## src/rtl/assert_macros.svh

```systemverilog
// assertion macros used by the top level rtl file
`ifndef ASSERT_MACROS_SVH
`define ASSERT_MACROS_SVH

`ifndef SYNTHESIS

`define ULT_ASSERT(lbl, clk, rst, prop, msg) \
  lbl: assert property (@(posedge clk) disable iff (rst) (prop)) else $error(msg);

`define ULT_ASSERT_NEXT(lbl, clk, rst, ante, cons, msg) \
  lbl: assert property (@(posedge clk) disable iff (rst) (ante) |=> (cons)) else $error(msg);

`else

`define ULT_ASSERT(lbl, clk, rst, prop, msg)

`define ULT_ASSERT_NEXT(lbl, clk, rst, ante, cons, msg)

`endif

`endif

```

## src/rtl/ult_pkg.sv

```systemverilog
// types, widths and codes of the unordered list table
`default_nettype none

package ult_pkg;

  localparam int CAPACITY = 128;
  localparam int DATA_W = 32;
  localparam int POS_W = 7;
  localparam int ENTRY_COUNT_W = 8;
  localparam int IDX_W = $clog2(CAPACITY);
  localparam int CNT_W = $clog2(CAPACITY + 1);
  localparam int CMP_W = CNT_W + 1;

  typedef enum logic [1:0] {
    OP_INSERT = 2'd0,
    OP_DELETE = 2'd1,
    OP_SEARCH = 2'd2,
    OP_UPDATE = 2'd3
  } op_t;

  typedef enum logic [1:0] {
    ST_DONE    = 2'd0,
    ST_FULL    = 2'd1,
    ST_MISSING = 2'd2
  } status_t;

  typedef struct packed {
    logic              we;
    logic [IDX_W-1:0]  waddr;
    logic [DATA_W-1:0] wdata;
    logic [IDX_W-1:0]  raddr;
  } mem_req_t;

  typedef struct packed {
    logic             busy;
    logic [CNT_W-1:0] count;
  } seq_stat_t;

endpackage

`default_nettype wire

```

## src/rtl/ult_if.sv

```systemverilog
// request and result channel interfaces
`default_nettype none

interface ult_req_if;
  logic                      valid;
  logic                      ready;
  ult_pkg::op_t              operation;
  logic signed [31:0]        key;
  logic signed [31:0]        new_value;

  modport source (output valid, output operation, output key, output new_value, input ready);
  modport sink (input valid, input operation, input key, input new_value, output ready);
endinterface

interface ult_res_if;
  logic                                     valid;
  logic                                     ready;
  logic                                     found;
  logic [ult_pkg::POS_W-1:0]                position;
  logic [ult_pkg::ENTRY_COUNT_W-1:0]        entry_count;
  ult_pkg::status_t                         status;

  modport source (output valid, output found, output position, output entry_count,
                  output status, input ready);
  modport sink (input valid, input found, input position, input entry_count,
                input status, output ready);
endinterface

`default_nettype wire

```

## src/rtl/ult_store.sv

```systemverilog
// entry memory, one write port and one registered read port
`default_nettype none

module ult_store (
  input  wire logic                       clk,
  input  wire ult_pkg::mem_req_t          mem_req,
  output logic [ult_pkg::DATA_W-1:0]      rd_data
);
  import ult_pkg::*;

  logic [DATA_W-1:0] mem [CAPACITY];

  always_ff @(posedge clk) begin
    if (mem_req.we) begin
      mem[mem_req.waddr] <= mem_req.wdata;
    end
    rd_data <= mem[mem_req.raddr];
  end

endmodule

`default_nettype wire

```

## src/rtl/ult_seq.sv

```systemverilog
// sequencer with the shared key comparator and the result register
`default_nettype none

module ult_seq (
  input  wire logic                    clk,
  input  wire logic                    rst,
  ult_req_if.sink                      request,
  ult_res_if.source                    result,
  input  wire logic [ult_pkg::DATA_W-1:0] rd_data,
  output ult_pkg::mem_req_t            mem_req,
  output ult_pkg::seq_stat_t           stat
);
  import ult_pkg::*;

  typedef enum logic [5:0] {
    S_IDLE     = 6'b000001,
    S_SCAN_RD  = 6'b000010,
    S_SCAN_CMP = 6'b000100,
    S_SHIFT_RD = 6'b001000,
    S_SHIFT_WR = 6'b010000,
    S_FINISH   = 6'b100000
  } state_t;

  state_t            state;
  logic [CNT_W-1:0]  count;
  logic [IDX_W-1:0]  idx;
  op_t               op_reg;
  logic [DATA_W-1:0] key_reg;
  logic [DATA_W-1:0] nv_reg;
  logic              res_found;
  logic [IDX_W-1:0]  res_pos;
  status_t           res_status;

  logic              out_valid;
  logic              out_found;
  logic [POS_W-1:0]  out_pos;
  logic [ENTRY_COUNT_W-1:0] out_count;
  status_t           out_status;

  logic accept;
  logic has_room;
  logic match;
  logic [CMP_W-1:0] idx_plus1;
  logic [CMP_W-1:0] idx_plus2;
  logic [CMP_W-1:0] count_ext;

  assign accept    = request.valid && request.ready;
  assign has_room  = count < CNT_W'(CAPACITY);
  assign match     = rd_data == key_reg;
  assign idx_plus1 = CMP_W'(idx) + CMP_W'(1);
  assign idx_plus2 = CMP_W'(idx) + CMP_W'(2);
  assign count_ext = CMP_W'(count);

  assign request.ready      = state == S_IDLE;
  assign result.valid       = out_valid;
  assign result.found       = out_found;
  assign result.position    = out_pos;
  assign result.entry_count = out_count;
  assign result.status      = out_status;

  assign stat.busy  = state != S_IDLE;
  assign stat.count = count;

  always_comb begin
    mem_req.we    = 1'b0;
    mem_req.waddr = idx;
    mem_req.wdata = rd_data;
    mem_req.raddr = idx;
    unique case (state)
      S_IDLE: begin
        mem_req.we    = accept && request.operation == OP_INSERT && has_room;
        mem_req.waddr = count[IDX_W-1:0];
        mem_req.wdata = request.key;
      end
      S_SCAN_CMP: begin
        mem_req.we    = match && op_reg == OP_UPDATE;
        mem_req.wdata = nv_reg;
      end
      S_SHIFT_RD: begin
        mem_req.raddr = IDX_W'(idx_plus1);
      end
      S_SHIFT_WR: begin
        mem_req.we = 1'b1;
      end
      default: begin
      end
    endcase
  end

  always_ff @(posedge clk) begin
    if (rst) begin
      state     <= S_IDLE;
      count     <= '0;
      out_valid <= 1'b0;
    end else begin
      if (result.ready && state != S_FINISH) begin
        out_valid <= 1'b0;
      end
      unique case (state)
        S_IDLE: begin
          if (accept) begin
            op_reg     <= request.operation;
            key_reg    <= request.key;
            nv_reg     <= request.new_value;
            idx        <= '0;
            res_found  <= 1'b0;
            if (request.operation == OP_INSERT) begin
              if (has_room) begin
                res_pos    <= count[IDX_W-1:0];
                res_status <= ST_DONE;
                count      <= count + CNT_W'(1);
              end else begin
                res_pos    <= '0;
                res_status <= ST_FULL;
              end
              state <= S_FINISH;
            end else if (count == '0) begin
              res_pos    <= '0;
              res_status <= ST_MISSING;
              state      <= S_FINISH;
            end else begin
              res_pos    <= '0;
              res_status <= ST_DONE;
              state      <= S_SCAN_RD;
            end
          end
        end
        S_SCAN_RD: begin
          state <= S_SCAN_CMP;
        end
        S_SCAN_CMP: begin
          if (match) begin
            res_found <= 1'b1;
            res_pos   <= idx;
            if (op_reg == OP_DELETE && idx_plus1 < count_ext) begin
              state <= S_SHIFT_RD;
            end else begin
              if (op_reg == OP_DELETE) begin
                count <= count - CNT_W'(1);
              end
              state <= S_FINISH;
            end
          end else if (idx_plus1 == count_ext) begin
            res_status <= ST_MISSING;
            state      <= S_FINISH;
          end else begin
            idx   <= IDX_W'(idx_plus1);
            state <= S_SCAN_RD;
          end
        end
        S_SHIFT_RD: begin
          state <= S_SHIFT_WR;
        end
        S_SHIFT_WR: begin
          idx <= IDX_W'(idx_plus1);
          if (idx_plus2 < count_ext) begin
            state <= S_SHIFT_RD;
          end else begin
            count <= count - CNT_W'(1);
            state <= S_FINISH;
          end
        end
        S_FINISH: begin
          if (!out_valid || result.ready) begin
            out_valid  <= 1'b1;
            out_found  <= res_found;
            out_pos    <= POS_W'(res_pos);
            out_count  <= ENTRY_COUNT_W'(count);
            out_status <= res_status;
            state      <= S_IDLE;
          end
        end
        default: begin
          state <= S_IDLE;
        end
      endcase
    end
  end

endmodule

`default_nettype wire

```

## src/rtl/unordered_list_table_top.sv

```systemverilog
// top level of the unordered list table
//
//   channel   dir   handshake      payload
//   request   in    valid/ready    operation, key, new_value
//   result    out   valid/ready    found, position, entry_count, status
//
// insert writes the key at the end of the list and goes straight to the result; search,
// update and delete scan the entries in order, and delete then moves each later entry down.
// the entry memory has a single registered read port: a step reads, then compares or writes.
// synchronous reset clears the count and the result register; entries need no clearing.
// a request is taken while a finished result still waits; a stalled result holds the sequencer.
`default_nettype none

`include "assert_macros.svh"

module unordered_list_table_top (
  input  wire logic clk,
  input  wire logic rst,
  ult_req_if.sink   request,
  ult_res_if.source result
);
  import ult_pkg::*;

  mem_req_t          mem_req;
  logic [DATA_W-1:0] rd_data;
  seq_stat_t         stat;

  ult_seq u_seq (
    .clk     (clk),
    .rst     (rst),
    .request (request),
    .result  (result),
    .rd_data (rd_data),
    .mem_req (mem_req),
    .stat    (stat)
  );

  ult_store u_store (
    .clk     (clk),
    .mem_req (mem_req),
    .rd_data (rd_data)
  );

  `ULT_ASSERT(a_count_bound, clk, rst, stat.count <= CNT_W'(CAPACITY), "count above capacity")
  `ULT_ASSERT_NEXT(a_busy_after_req, clk, rst, request.valid && request.ready, stat.busy && !request.ready, "ready right after request")
  `ULT_ASSERT(a_found_done, clk, rst, !(result.valid && result.found) || result.status == ST_DONE, "found with bad status")
  `ULT_ASSERT(a_full_count, clk, rst, !(result.valid && result.status == ST_FULL) || result.entry_count == ENTRY_COUNT_W'(CAPACITY), "full status below capacity")

endmodule

`default_nettype wire
```

## src/flat_wrapper.sv

```systemverilog
// flat-port wrapper written by rule: the top's interface ports become plain ports
module unordered_list_table_top_flat import ult_pkg::*;
  (clk, rst, request_valid, request_operation, request_key, request_new_value, request_ready, result_valid, result_found, result_position, result_entry_count, result_status, result_ready);
  ult_req_if request_i ();
  ult_res_if result_i ();
  input  wire logic clk;
  input  wire logic rst;
  input wire logic [$bits(request_i.valid)-1:0] request_valid;
  input wire logic [$bits(request_i.operation)-1:0] request_operation;
  input wire logic [$bits(request_i.key)-1:0] request_key;
  input wire logic [$bits(request_i.new_value)-1:0] request_new_value;
  output wire logic [$bits(request_i.ready)-1:0] request_ready;
  output wire logic [$bits(result_i.valid)-1:0] result_valid;
  output wire logic [$bits(result_i.found)-1:0] result_found;
  output wire logic [$bits(result_i.position)-1:0] result_position;
  output wire logic [$bits(result_i.entry_count)-1:0] result_entry_count;
  output wire logic [$bits(result_i.status)-1:0] result_status;
  input wire logic [$bits(result_i.ready)-1:0] result_ready;
  assign request_i.valid = request_valid;
  assign request_i.operation = request_operation;
  assign request_i.key = request_key;
  assign request_i.new_value = request_new_value;
  assign request_ready = request_i.ready;
  assign result_valid = result_i.valid;
  assign result_found = result_i.found;
  assign result_position = result_i.position;
  assign result_entry_count = result_i.entry_count;
  assign result_status = result_i.status;
  assign result_i.ready = result_ready;
  unordered_list_table_top u_core (.clk(clk), .rst(rst), .request(request_i), .result(result_i));
endmodule
```

## config.mk

```make
export PLATFORM = sky130hd
export DESIGN_NAME = unordered_list_table_top_flat
export DESIGN_NICKNAME = d
export VERILOG_FILES = /design/src/rtl/ult_pkg.sv /design/src/rtl/ult_if.sv /design/src/rtl/ult_store.sv /design/src/rtl/ult_seq.sv /design/src/rtl/unordered_list_table_top.sv /design/src/flat_wrapper.sv
export VERILOG_INCLUDE_DIRS = /design/src /design/src/rtl
export SDC_FILE = /design/constraint.sdc
export NUM_CORES = 2
export LEC_CHECK = 0
export ABC_AREA = 0
export BUFFER_PORTS_ARGS = -buffer_cell sky130_fd_sc_hd__buf_2
export CORE_MARGIN = 10
export CORE_UTILIZATION = 45
export DETAILED_ROUTE_END_ITERATION = 6
export PLACE_DENSITY = 0.6
export SETUP_SLACK_MARGIN = 0.3
export SLEW_MARGIN = 20
export SYNTH_ARGS = -nofsm -noshare
export SYNTH_HDL_FRONTEND = slang
export SYNTH_HIERARCHICAL = 1
export SYNTH_SLANG_ARGS = --single-unit
```

## constraint.sdc

```tcl
create_clock -name clk -period 9.75 [get_ports clk]
set_input_delay 2.4375 -clock clk [delete_from_list [all_inputs] [get_ports clk]]
set_output_delay 2.4375 -clock clk [all_outputs]
set_load 0.02 [all_outputs]
```

* Yosys cells after proc, flatten, opt, wreduce, memory -nomap -nowiden
Memories as Yosys holds them, arrays and structs flattened. A register that Yosys moved wholly into a read port is not among the register bits.
Cells that the tools add are included.
** Storage, ports and cells
- Register bits after elaboration :: 116
- Memory bits (writable) :: 4096
- Input port bits :: 70
- Logic and storage cells :: 109
- Memories :: 1
** Cells by class
- Add/subtract/negate cells :: 4
- Order comparisons :: 3
- Eq/ne operators :: 22
- Muxes and demuxes :: 45
- Bitwise operators :: 1
- Reductions and logical operators :: 19
** Memory list
- u_core.u_store.mem :: depth 128, width 32, rd ports 1, clocked after memory_dff 1, wr ports 1, line ult_store.sv:11 : logic [DATA_W-1:0] mem [CAPACITY];
** Operators with widths (count)
- one-hot mux 32 bit (2 select lines) :: 1
- two-way mux 7 bit :: 9
- two-way mux 8 bit :: 7
- two-way mux 6 bit :: 8
- one-hot mux 6 bit (6 select lines) :: 1
- == test 32 bit :: 1
- one-hot mux 8 bit (3 select lines) :: 1
- one-hot mux 7 bit (3 select lines) :: 1
- < comparator 8 bit :: 2
- != test 2 bit (second input constant) :: 8
- one-hot mux 7 bit (2 select lines) :: 1
- two-way mux 2 bit :: 5
- AND reduction 5 bit :: 2
- adder 7 x 1 -> 8 bit (second input constant) :: 1
- adder 7 x 2 -> 8 bit (second input constant) :: 1
- adder 8 x 1 -> 8 bit (second input constant) :: 1
- == test 8 bit :: 1
- logical NOT 8 bit :: 1
- < comparator 8 bit (second input constant) :: 1
- two-way mux 1 bit :: 8
- AND reduction 8 bit :: 1
- subtractor 8 x 1 -> 8 bit (second input constant) :: 1
- == test 6 x 1 -> 1 bit (second input constant) :: 1
- == test 6 x 2 -> 1 bit (second input constant) :: 1
- 21 further kinds :: 29

* Longest topological paths before layout
- Depth in word-level cells :: 7
- Depth in mapped cells :: 14

* Modules after synthesis
Netlist, hierarchy kept.
** By module, submodules not included
- ult_store :: instances 1, cells an instance 5990, area an instance 156276.1 um2
- ult_seq :: instances 1, cells an instance 513, area an instance 5810.6 um2

* Worst setup path after synthesis
No wires, ideal clock.
- Path kind :: input to register
- Start point :: input request_operation[1]
- End point :: memory u_core.u_store.mem[98][0], enable pin
- Arrival :: 6.141 ns
- Required time :: 9.289 ns
- Slack :: 3.148 ns
- Stages on the path :: 6
- Buffers on the path :: 1
- Cell sequence :: nor3_1 a31oi_4 o31ai_1 clkbuf_1 nand4_1 nor3_1
** RTL lines
- start: declaration :: line flat_wrapper.sv:9 : input wire logic [$bits(request_i.operation)-1:0] request_operation;
- end: declaration :: line ult_store.sv:11

==> summary.txt <==
post-synthesis compound-gate area fraction -> 0.003636
Nets -> 6,946
CTS tree -> built
Adder-Cell Fraction of Synth Area -> 0.002053
vias -> 74,460
Pins Over Slew Limit -> 0
final WL -> 420,100 um
Critical Path End Type -> flop
Max IR drop VDD -> 0.2476 mV
Top FF cell, synth -> edfxtp_1
R2R setup slack -> 3950 ps
ANT nets after route -> 0
overall power -> 48.84 mW
worst-case clock buffer depth -> 4
register area share after synthesis -> 0.7834
postcts setup bufs -> 0
Hold Path Class -> flop to flop
max reg flops -> 4,096
Row Count -> 220
Final period util -> 0.5952
number of synthesis warnings -> 6
FILL cells -> 27,540
Placer Congestion -> 0.8886
hold_sp -> u_core/u_seq/res_found$_DFFE_PP_
# DRC -> 0
R2R Path Start -> u_core/u_seq/key_reg[19]$_DFFE_PP_
Initial Util -> 0.4516
# IOs -> 90
Max Clk Rate -> 172.3 MHz
largest family of logic cells by synthesized area -> multiplexers
GRT Total Usage -> 0.2157
post-synth net total -> 6,599
worst-margin pin slew -> 1172 ps
Lkg Pwr -> 55.99 nW
crit path from -> u_core/u_seq/key_reg[19]$_DFFE_PP_
drt pass-1 iters -> 5
Setup TNS Final -> 0 ps
Min Clock Period, post-route -> 5803 ps
worst setup path end -> u_core/u_store/mem[62][8]$_DFFE_PP_
Root Buffer -> clkbuf_16
die footprint -> 384,600 um^2
Wirelength per Cell -> 34.94 um
Post-CTS Resized -> 0
post-synthesis simple-gate area fraction -> 0.009502
R2R Path End -> u_core/u_store/mem[62][8]$_DFFE_PP_
relative slew slack -> 0.2169
die extent in x -> 620.2 um
vias in the first global route -> 72,710
area occupied by multi-input gates -> 35,040 um^2
clk_lat worst skew -> 1000 ps
Reg with most FFs -> u_core/u_store/mem
Core Box Area -> 358,900 um^2
syn avg cell area -> 24.92 um^2
status -> completed
DRT iter0 DRCs -> 11,080
Hold Buf Count CTS -> 0
number of vias per cell -> 6.192
CTS Sinks -> 4,244
initial antenna violation count -> 60
Clock Pin Slew Worst Setup and Hold Paths -> 60 ps
Seq cells post-synth -> 4,244
Max-Cap Viols -> 0
H-tree depth -> 5
number of port buffers -> 89
global-route wire length before repair -> 584,000 um
Register-to-Register Path Depth -> 9
total grt overflow -> 0
startpoint types -> flop
multiplexer share of the synthesized area -> 0.1894
critical path arrival -> 6380 ps
asr flop ratio synth -> 0
power density over the cells -> 265.1 nW/um^2
CP Max Fanout -> 32
Area Growth Syn to Fin -> 13.65%
number of distinct library cells after synthesis -> 49
Storage cell area -> 127,000 um^2
Hold Crit Depth -> 0
CP Class -> flop to flop
maximum number of pins on one net before global-route repair -> 135
Post-Synth XOR/XNOR Area -> 0.002972
CP required -> 10,320 ps
Post-Route Skew -> 62.66 ps
Die Ht -> 620.2 um
RSZ-0062 raised after global routing -> false
Netlist Area Pre-Place -> 162,100 um^2
hpwl dp -> 251,400 um
share of layout cells above drive strength 1 -> 0.3334
Final Setup Violations -> 0
Final Hold Fails -> 0
Worst Setup Slack, final -> 3947 ps
cts bufs inserted -> 428
Place WS -> 3341 ps
Synth Instances -> 6,503
number of synthesized flops with an enable pin -> 4,197
## metal layers
layer  share of wire  vias up  global-route usage
li1                -    29050                   -
met1            0.43    41230              0.3360
met2            0.44     3622              0.3044
met3            0.10      541             0.05144
met4           0.031       10             0.06325
met5         0.00018        -                   0
## per-stage QoR
| step | util | std cells | area, um^2 | hold slack, ps |
|---|---|---|---|---|
| floorplan | - | 6503 | 162100 | 400.3 |
| global placement | 0.4728 | 11160 | 169700 | 409.5 |
| detailed placement | 0.4739 | 11170 | 170100 | 405.4 |
| CTS | 0.5117 | 11960 | 183700 | 419.3 |
| global route | 0.5130 | 12000 | 184200 | 424.4 |
| finish | 0.5132 | 12030 | 184200 | 418.1 |
## worst min path at each step
| stage | to | slack (ps) |
|---|---|---|
| final | u_core/u_seq/result.found$_DFFE_PP_ | 420 |
| after global routing | u_core/u_seq/result.found$_DFFE_PP_ | 420 |
| after CTS | u_core/u_seq/result.found$_DFFE_PP_ | 420 |
| after detailed placement | u_core/u_seq/result.found$_DFFE_PP_ | 410 |
| after global placement | u_core/u_seq/result.position[1]$_DFFE_PP_ | 410 |
| after floorplan | u_core/u_seq/result.found$_DFFE_PP_ | 400 |
## where the power goes
part,total [mW],internal [mW],leakage (nW),switching (mW)
Sequential,23.3,23.2,38.3,0.121
Clock,16.0,9.11,6.60,6.86
Combinational,9.58,2.46,11.1,7.12
## cells in the final DEF (no fill, tap or decap), types with 7 or more instances in the layout
cell / n
a21oi_1: 16
a22oi_1: 33
buf_12: 43
buf_16: 12
buf_2: 89
buf_4: 109
bufinv_16: 35
clkbuf_1: 103
clkbuf_16: 432
clkinv_1: 99
clkinv_2: 70
clkinvlp_4: 13
dfxtp_1: 47
diode_2: 47
edfxtp_1: 4197
ha_1: 25
inv_1: 16
inv_16: 7
inv_6: 9
mux2_2: 33
mux4_2: 1344
nand2_1: 71
nand2_4: 28
nand3_1: 21
nand4_1: 14
nor2_1: 35
nor2_4: 121
nor2b_1: 14
nor3_2: 11
o21ai_0: 13
xnor2_1: 46
## synthesized netlist by cell type, types with 2 or more instances
master,n,area [um^2]
edfxtp_1,4197,126000
mux4_2,1344,30270
clkbuf_1,202,758.2
nor2_1,156,585.6
nand2_1,105,394.1
buf_2,79,395.4
buf_1,50,187.7
xnor2_1,50,437.9
dfxtp_1,47,940.9
a22oi_1,33,247.7
mux2_2,33,371.6
ha_1,25,312.8
nand3_1,25,125.1
inv_1,17,63.81
o21ai_0,17,85.08
a21oi_1,16,80.08
nand4_1,14,87.58
nor2b_1,14,87.58
nor3_1,14,70.07
mux2i_1,6,60.06
nor4_1,5,31.28
xor2_1,5,43.79
and2_1,4,25.02
nand2b_1,4,25.02
or3_1,4,25.02
a211oi_1,3,22.52
a21o_1,3,22.52
buf_4,3,22.52
buf_6,3,33.78
o21bai_1,3,22.52
nand3b_1,2,15.01
nor3b_1,2,15.01
o2111ai_1,2,17.52
## logic make-up (layout without fill, tap and decap cells)
family | after synthesis | after routing
adder cells (fa/ha/maj) | 26 | 26
other | 0 | 47
XOR/XNOR | 55 | 55
flip-flops | 4244 | 4244
AND/OR/NAND/NOR | 355 | 355
AO/OA/AOI/OAI | 85 | 85
multiplexers | 1383 | 1383
buffers and inverters | 355 | 1057
## critical path, stage by stage, from the launching register on
cell and delay [ps]:
edfxtp_1 390, xnor2_1 450, nand4_1 390, nor4_2 730
nand2_1 270, o31ai_2 470, buf_4 320, nor2b_1 470
nand3_4 720, nor2_4 1120
## layout make-up
cell class              count  area share
clock inverters           245     0.01250
flip-flops and latches   4244      0.6893
well taps                4773     0.03242
inverters                  18   0.0003939
clock buffers             540     0.06116
multi-input cells        1904      0.1902
diodes                     47   0.0006385
repair buffers            254     0.01339
Note: power is estimated with default switching activity, not from simulation.
